===== src/sm3_pkg.sv =====
// sm3 hash core package: payload structs, sequencer states, constants
// no dependencies
`timescale 1ns / 1ps
package sm3_pkg;

  typedef struct packed {
    logic [31:0] message_word;
    logic [2:0]  byte_count;
    logic        last_word;
  } sm3_in_t;

  typedef struct packed {
    logic [31:0] digest_word;
    logic [2:0]  word_index;
    logic        digest_last;
  } sm3_out_t;

  typedef enum logic [2:0] {
    ST_IDLE,
    ST_LOAD,
    ST_ROUND,
    ST_FOLD,
    ST_PAD,
    ST_EMIT
  } sm3_state_t;

  localparam logic [31:0] T_LOW    = 32'h79cc4519;
  localparam logic [31:0] T_HIGH   = 32'h7a879d8a;
  localparam logic [7:0]  PAD_BYTE = 8'h80;
  localparam int          BLOCK_WORDS = 16;
  localparam int          ROUNDS      = 64;

  localparam logic [31:0] IV [8] = '{
    32'h7380166f, 32'h4914b2b9, 32'h172442d7, 32'hda8a0600,
    32'ha96f30bc, 32'h163138aa, 32'he38dee4d, 32'hb0fb0e4e
  };

  function automatic logic [31:0] rotl(input logic [31:0] v, input logic [4:0] k);
    logic [63:0] d;
    d = {v, v} << k;
    return d[63:32];
  endfunction

  function automatic logic [31:0] p0(input logic [31:0] x);
    return x ^ rotl(x, 5'd9) ^ rotl(x, 5'd17);
  endfunction

  function automatic logic [31:0] p1(input logic [31:0] x);
    return x ^ rotl(x, 5'd15) ^ rotl(x, 5'd23);
  endfunction

endpackage


===== src/sm3_hash_core.sv =====
// sm3 hash core top level: word packing, padding, one-round-per-cycle compression
// depends on sm3_pkg
`timescale 1ns / 1ps
// usage
// - input channel in_valid/in_stall/in_data carries one message word per transaction,
//   big-endian; last_word marks the final word, byte_count gives its valid bytes
// - output channel out_valid/out_stall/out_data returns eight digest words after
//   the final word, index 0 first, digest_last on the eighth
// - a word that completes no block is taken without a stall; the word that fills a
//   block starts the compression: a load step, 64 rounds and a fold step, and the
//   input stalls until the fold step is done
// - after the final word the padding words are pushed one per cycle, held while one or
//   two compressions run, then the eight digest words leave one per transaction
// - the round logic is one shared unit (one round per cycle) under the sequencer;
//   the schedule window is a 16 entry circular register file updated in place
// - in_stall is high whenever the sequencer is not idle
// - out_stall holds the current digest word until taken; no input is taken until
//   all eight are gone
// - synchronous active-low reset returns the chaining value to the initial vector
//   and clears the length counter and block position
module sm3_hash_core (
  input  logic            clk,
  input  logic            rst_n,
  input  logic            in_valid,
  output logic            in_stall,
  input  sm3_pkg::sm3_in_t in_data,
  output logic            out_valid,
  input  logic            out_stall,
  output sm3_pkg::sm3_out_t out_data
);
  import sm3_pkg::*;

  sm3_state_t state_r, state_nxt;
  logic [31:0] cv_r [8];
  logic [31:0] wr_r [8];
  logic [31:0] buf_r [16];
  logic [31:0] win_r [16];
  logic [63:0] len_r;
  logic [3:0]  pos_r;
  logic [5:0]  rnd_r;
  logic [1:0]  pad_r;      // 0: none, 1: zero fill, 2: length high, 3: length low
  logic        fin_r;      // final word taken; padding or digest output pending
  logic        extra_r;    // pending 0x80 word after a full last word
  logic [31:0] pend_r;
  logic [2:0]  oidx_r;

  // push path
  logic        push;
  logic [31:0] push_word;
  logic        acc;
  logic [2:0]  bc;
  logic [31:0] keep, tail;

  assign acc = in_valid && !in_stall;
  assign in_stall = (state_r != ST_IDLE);

  always_comb begin
    bc = (in_data.byte_count > 3'd4 || !in_data.last_word) ? 3'd4 : in_data.byte_count;
    keep = (bc == 3'd0) ? 32'h0 : (32'hffffffff << (6'd32 - {bc, 3'b000}));
    tail = (in_data.message_word & keep) |
           ({24'h0, PAD_BYTE} << (5'd24 - {bc[1:0], 3'b000}));
  end

  // one round unit
  logic [5:0]  j;
  logic [3:0]  n;
  logic [31:0] wnew, wj, wj4, tconst, a12, ss1, ss2, ff, gg, tt1, tt2;
  always_comb begin
    j = rnd_r;
    n = j[3:0] + 4'd4;
    wnew = p1(win_r[n] ^ win_r[n - 4'd9] ^ rotl(win_r[n - 4'd3], 5'd15))
           ^ rotl(win_r[n - 4'd13], 5'd7) ^ win_r[n - 4'd6];
    wj  = win_r[j[3:0]];
    wj4 = (j >= 6'd12) ? wnew : win_r[n];
    tconst = (j < 6'd16) ? T_LOW : T_HIGH;
    a12 = rotl(wr_r[0], 5'd12);
    ss1 = rotl(a12 + wr_r[4] + rotl(tconst, j[4:0]), 5'd7);
    ss2 = ss1 ^ a12;
    if (j < 6'd16) begin
      ff = wr_r[0] ^ wr_r[1] ^ wr_r[2];
      gg = wr_r[4] ^ wr_r[5] ^ wr_r[6];
    end else begin
      ff = (wr_r[0] & wr_r[1]) | (wr_r[0] & wr_r[2]) | (wr_r[1] & wr_r[2]);
      gg = (wr_r[4] & wr_r[5]) | (~wr_r[4] & wr_r[6]);
    end
    tt1 = ff + wr_r[3] + ss2 + (wj ^ wj4);
    tt2 = gg + wr_r[7] + ss1 + wj;
  end

  // pushed word: the input word in ST_IDLE, or the next padding word in ST_PAD
  always_comb begin
    push = 1'b0;
    push_word = 32'h0;
    if (state_r == ST_IDLE && acc) begin
      push = 1'b1;
      push_word = (in_data.last_word && bc != 3'd4) ? tail : in_data.message_word;
    end else if (state_r == ST_PAD) begin
      push = 1'b1;
      if (extra_r) push_word = pend_r;
      else if (pad_r == 2'd2 || (pad_r == 2'd1 && pos_r == 4'd14)) push_word = len_r[63:32];
      else if (pad_r == 2'd3) push_word = len_r[31:0];
      else push_word = 32'h0;
    end
  end

  logic blk_full;
  assign blk_full = push && (pos_r == 4'd15);

  always_comb begin
    state_nxt = state_r;
    unique case (state_r)
      ST_IDLE:  if (acc) begin
        if (blk_full) state_nxt = ST_LOAD;
        else if (in_data.last_word) state_nxt = ST_PAD;
      end
      ST_PAD:   if (blk_full) state_nxt = ST_LOAD;
                else if (pad_r == 2'd3) state_nxt = ST_EMIT;
      ST_LOAD:  state_nxt = ST_ROUND;
      ST_ROUND: if (rnd_r == 6'(ROUNDS - 1)) state_nxt = ST_FOLD;
      ST_FOLD:  state_nxt = fin_r ? (pad_r == 2'd0 ? ST_EMIT : ST_PAD) : ST_IDLE;
      ST_EMIT:  if (!out_stall && oidx_r == 3'd7) state_nxt = ST_IDLE;
      default:  state_nxt = ST_IDLE;
    endcase
  end

  always_comb begin
    out_valid = (state_r == ST_EMIT);
    out_data.digest_word = cv_r[oidx_r];
    out_data.word_index  = oidx_r;
    out_data.digest_last = (oidx_r == 3'd7);
  end

  // payload registers
  always_ff @(posedge clk) begin
    if (push) buf_r[pos_r] <= push_word;
    if (state_r == ST_LOAD) begin
      for (int i = 0; i < BLOCK_WORDS; i++) win_r[i] <= buf_r[i];
      for (int i = 0; i < 8; i++) wr_r[i] <= cv_r[i];
    end else if (state_r == ST_ROUND) begin
      if (j >= 6'd12) win_r[n] <= wnew;
      wr_r[3] <= wr_r[2];
      wr_r[2] <= rotl(wr_r[1], 5'd9);
      wr_r[1] <= wr_r[0];
      wr_r[0] <= tt1;
      wr_r[7] <= wr_r[6];
      wr_r[6] <= rotl(wr_r[5], 5'd19);
      wr_r[5] <= wr_r[4];
      wr_r[4] <= p0(tt2);
    end
    if (state_r == ST_IDLE && acc) pend_r <= {PAD_BYTE, 24'h0};
  end

  // control registers
  always_ff @(posedge clk) begin
    if (!rst_n) begin
      state_r <= ST_IDLE;
      for (int i = 0; i < 8; i++) cv_r[i] <= IV[i];
      len_r <= '0; pos_r <= '0; rnd_r <= '0; pad_r <= '0;
      fin_r <= 1'b0; extra_r <= 1'b0; oidx_r <= '0;
    end else begin
      state_r <= state_nxt;
      if (push) pos_r <= pos_r + 4'd1;
      if (state_r == ST_IDLE && acc) begin
        len_r <= len_r + 64'({bc, 3'b000});
        if (in_data.last_word) begin
          fin_r <= 1'b1;
          extra_r <= (bc == 3'd4);
          pad_r <= 2'd1;
        end
      end
      if (state_r == ST_PAD) begin
        if (extra_r) extra_r <= 1'b0;
        else if (pad_r == 2'd1) begin
          if (pos_r == 4'd14) pad_r <= 2'd3;
          else if (pos_r == 4'd13) pad_r <= 2'd2;
        end else if (pad_r == 2'd2) pad_r <= 2'd3;
        else if (pad_r == 2'd3) pad_r <= 2'd0;
      end
      // first padding push after the tail word: fill if position not 14
      if (state_r == ST_ROUND) rnd_r <= rnd_r + 6'd1;
      if (state_r == ST_FOLD) begin
        for (int i = 0; i < 8; i++) cv_r[i] <= cv_r[i] ^ wr_r[i];
      end
      if (state_r == ST_EMIT && !out_stall) begin
        oidx_r <= oidx_r + 3'd1;
        if (oidx_r == 3'd7) begin
          for (int i = 0; i < 8; i++) cv_r[i] <= IV[i];
          len_r <= '0; pos_r <= '0; fin_r <= 1'b0; pad_r <= '0;
        end
      end
    end
  end

  // padding rule: fill zeros until the word position reaches 14, then the length
  // the zero-fill step moves to length once the push lands on slot 13, and starts
  // the length at once when it begins on slot 14

  a_stall_idle: assert property (@(posedge clk) disable iff (!rst_n)
    (state_r != ST_IDLE) |-> in_stall) else $error("input taken while busy");
  a_no_out_idle: assert property (@(posedge clk) disable iff (!rst_n)
    out_valid |-> !in_valid || in_stall) else $error("output overlaps input");
  a_rounds: assert property (@(posedge clk) disable iff (!rst_n)
    (state_r == ST_LOAD) |=> (state_r == ST_ROUND && rnd_r == 6'd0))
    else $error("round counter not cleared");

endmodule


===== config.mk =====
export PLATFORM = sky130hd
export DESIGN_NAME = sm3_hash_core
export DESIGN_NICKNAME = d
export VERILOG_FILES = /design/src/sm3_pkg.sv /design/src/sm3_hash_core.sv
export SDC_FILE = /design/constraint.sdc
export NUM_CORES = 2
export LEC_CHECK = 0
export ABC_CLOCK_PERIOD_IN_PS = 18400
export BUFFER_PORTS_ARGS = -buffer_cell sky130_fd_sc_hd__buf_2
export CAP_MARGIN = 20
export CORE_MARGIN = 2
export CORE_UTILIZATION = 32
export CTS_BUF_LIST = sky130_fd_sc_hd__clkbuf_4
export DETAILED_ROUTE_END_ITERATION = 8
export HOLD_SLACK_MARGIN = 0.1
export PLACE_DENSITY = 0.45
export REMOVE_ABC_BUFFERS = 1
export SLEW_MARGIN = 20
export SYNTH_ARGS = -nofsm -noshare
export SYNTH_HDL_FRONTEND = slang
export SYNTH_SLANG_ARGS = --single-unit

===== constraint.sdc =====
create_clock -name clk -period 18.4 [get_ports clk]
set_input_delay 3.68 -clock clk [delete_from_list [all_inputs] [get_ports clk]]
set_output_delay 3.68 -clock clk [all_outputs]
set_load 0.02 [all_outputs]

==> impl_metrics.ini <==
[floorplanning]
die_width_um = 563
die-area_sq_mm = 0.317
num_rows = 205
core_sq_mm = 0.311
initial_utilization_pct = 32.1
io_pins = 78
die_y_um = 563

[synthesis]
synth_largest_area_cell = edfxtp_1
synth.yosys.warnings = 0
synth_edf_count = 1408
yosys_register_bits = 1624
ys.flop_type = edfxtp_1
ys_async_sr_fraction_pct = 0
yosysSeqAreaShare_pct = 46.7
syn_avg_cell_area_sq_um = 13.8
synth.distinct_cells = 72
netlist_instances = 7227
synth_area_sq_mm = 0.0999
synth.top_cell.area_share_pct = 42.3
synthTopCellsByArea = edfxtp_1 (42%), mux4_2 (20%), mux2_2 (6.3%)

[setup_path]
r2r-start = j[0]$_SDFFE_PN0P_
path_class = reg2reg
rr_endpoint = wr_r[0][31]$_DFFE_PP_
cp_common_cell = xnor2_1
worstPathArrival_ns = 13.38
r2r_cells = 27
slowest_delay_ns = 0.90
worst_ep_required_time_ns = 19.44
crit_slowest_cell = xnor2_1
start_kind = flop
rrSetupSlack_ns = 6.06
worst_setup_path_end_kind = flop
worstPathMaxFanout = 55

[power]
p_comb_share_pct = 6.1
p_per_area_mw_per_mm2 = 72.1
clock_power_share_pct = 43.6
leakage_nw = 38.1
p_seq_share_pct = 50.3
switching_share_pct = 25.6
power.internal_mw = 5.99
peakVddDrop_v = 0.0000536
switchingPower_mw = 2.06

[layout]
nNetsFinal = 7836
area_growth_pct = 11.7
drive_above_1_share_pct = 33.4
final_common_cell = edfxtp_1
final_cell_mix = edfxtp_1 (1,408), nand2_1 (956), mux4_2 (896)

[routing]
dr.first_iter.drc_count = 8015
drcViolationCount = 0
top_layer = met5
drtPass1Iterations = 6
wl_met1_mm = 166
dr_wl_met3_mm = 32.1
vias_per_cell = 5.65
ant_nets = 0
met2_length_mm = 189
routed_wl_mm = 405
wl_per_cell_um = 33.7
num_vias = 67827

[worst_hold_path]
min_to = win_r[1][21]$_DFFE_PP_
worstHoldStart = buf_r[1][21]$_DFFE_PP_
hold_class = reg2reg
hold_path_depth = 1

[clocking]
cts_root_buf = clkbuf_4
cts_resized = 0
cts_setup_buffers = 0
h-tree-depth = 5
path_clk_slew_ns = 0.07
cts.sinks = 1624
clk_latency_ns = 1.50
cts_tree = yes
hold_buffers = 0
cts_buffers = 461
clock_path_buffers = 4

[grt]
antenna_found_initial = 16
track_usage_pct = 25.2
overflow = 0
grt_pass1_vias = 66628
grt_pass1_wl_mm = 555
grt_max_degree = 124

[place]
gp_routability_congestion = 0.926
pre_cts_ws_ns = 6.19
dp_hpwl_mm = 265
io_buffers = 77

[timing]
clock_skew_ns = 0.187
fin_ws_ns = 6.06
final-hold-violation-count = 0
worst_pin_slew_ns = 1.20
finalSetupViolations = 0
timing.fmax_mhz = 81.0
rsz0062_at_grt = false
setup_tns_ns = 0
slew_violations = 0
fin_crit_sh_pct = 67.1
relSlewSlack_pct = 19.7
min_period_ns = 12.34

[status]
status = complete, no violations

[job]
drv_cap = 0
-- metal layers --
metal  global-route usage (%)  vias to the layer above
li1                         -                    27967
met1                     33.2                    35760
met2                     40.3                     3399
met3                     5.20                      691
met4                     10.4                       10
met5                        0                        -
-- flip-flops by register name (all words and copies together), names as in the netlist, 4 cells and up, named ones only --
signal  count
buf_r     512
cv_r      256
j           6
len_r      61
pos_r       4
win_r     512
wr_r      256
-- cell usage after synthesis, types with 14 or more instances --
cell and n:
a21o_1 44, a21oi_1 136, a22oi_1 33, a31o_2 20, a31oi_1 21, and2_1 19
and3_1 30, buf_1 58, buf_2 110, clkbuf_1 284, dfxtp_1 216, edfxtp_1 1408
fa_1 189, ha_1 125, inv_1 352, mux2_2 563, mux2i_1 114, mux4_2 896
nand2_1 992, nand2b_1 20, nand3_1 36, nand4_1 17, nor2_1 316, nor2b_1 15
nor3_1 26, o21a_1 16, o21ai_0 269, o21bai_1 14, or3_1 20, xnor2_1 409
xnor2_2 39, xor2_1 293
-- worst max-delay path: cells and delay by family (launching register included) --
family | cells | cell delay, ns
xor+xnor | 7 | 3.02
compound gates | 9 | 2.68
fa+ha+maj | 4 | 2.14
buf+inv | 4 | 2.11
mux | 3 | 1.15
flops | 1 | 0.76
-- final cells by class --
cell class	count	area (sq um)
fill	30223	200000
multi-input combinational	4789	50700
sequential	1624	46600
clock buffer	707	5310
tap	4140	5180
timing repair buffer	254	1760
inverter	352	1330
clock inverter	125	673
antenna	15	37.5
-- per-stage QoR --
step / cell area [sq um] / power [mW] / utilization (%) / hold slack [ns] / std cells
6_report: 112000 / 8.05 / 35.9 / 0.426 / 12006
5_1_grt: 112000 / 8.35 / 35.9 / 0.428 / 12002
4_1_cts: 111000 / 8.15 / 35.8 / 0.441 / 11990
3_5_place_dp: 106000 / 4.62 / 33.9 / 0.478 / 11158
3_3_place_gp: 105000 / 4.61 / 33.9 / 0.471 / 11158
2_1_floorplan: 97900 / 4.41 / - / 0.453 / 6765
-- how the worst max path moves through the flow --
stage	from	endpoint	slack [ns]	cells after the start
3_3_place_gp	j[0]$_SDFFE_PN0P_	wr_r[0][31]$_DFFE_PP_	6.30	27
2_1_floorplan	j[0]$_SDFFE_PN0P_	wr_r[0][31]$_DFFE_PP_	-18.33	28
3_5_place_dp	j[0]$_SDFFE_PN0P_	wr_r[0][31]$_DFFE_PP_	6.19	27
6_report	j[0]$_SDFFE_PN0P_	wr_r[0][31]$_DFFE_PP_	6.06	27
5_1_grt	j[0]$_SDFFE_PN0P_	wr_r[0][31]$_DFFE_PP_	5.24	28
4_1_cts	j[0]$_SDFFE_PN0P_	wr_r[0][31]$_DFFE_PP_	6.13	27
-- cell families (layout without fill, tap and decap cells) --
logic type / Yosys count / count (layout) / synth area share, %
DFF: 1624 / 1624 / 46.7
buffers and inverters: 814 / 1438 / 3.26
adders and majority gates: 316 / 316 / 5.37
muxes: 1573 / 1573 / 27.7
AOI/OAI and AO/OA: 642 / 642 / 3.87
and+or+nand+nor: 1507 / 1507 / 6.11
xor gates and xnor gates: 751 / 751 / 7.02
other: 0 / 15 / 0
-- power by group through the flow --
stage               registers [mW]  logic [mW]  clock network, mW
floorplan                     4.13       0.282                  0
global placement              4.13       0.484                  0
detailed placement            4.13       0.485                  0
CTS                           4.05       0.488               3.61
global route                  4.05       0.520               3.78
finish                        4.05       0.488               3.51
(Power assumes the default switching activity.)
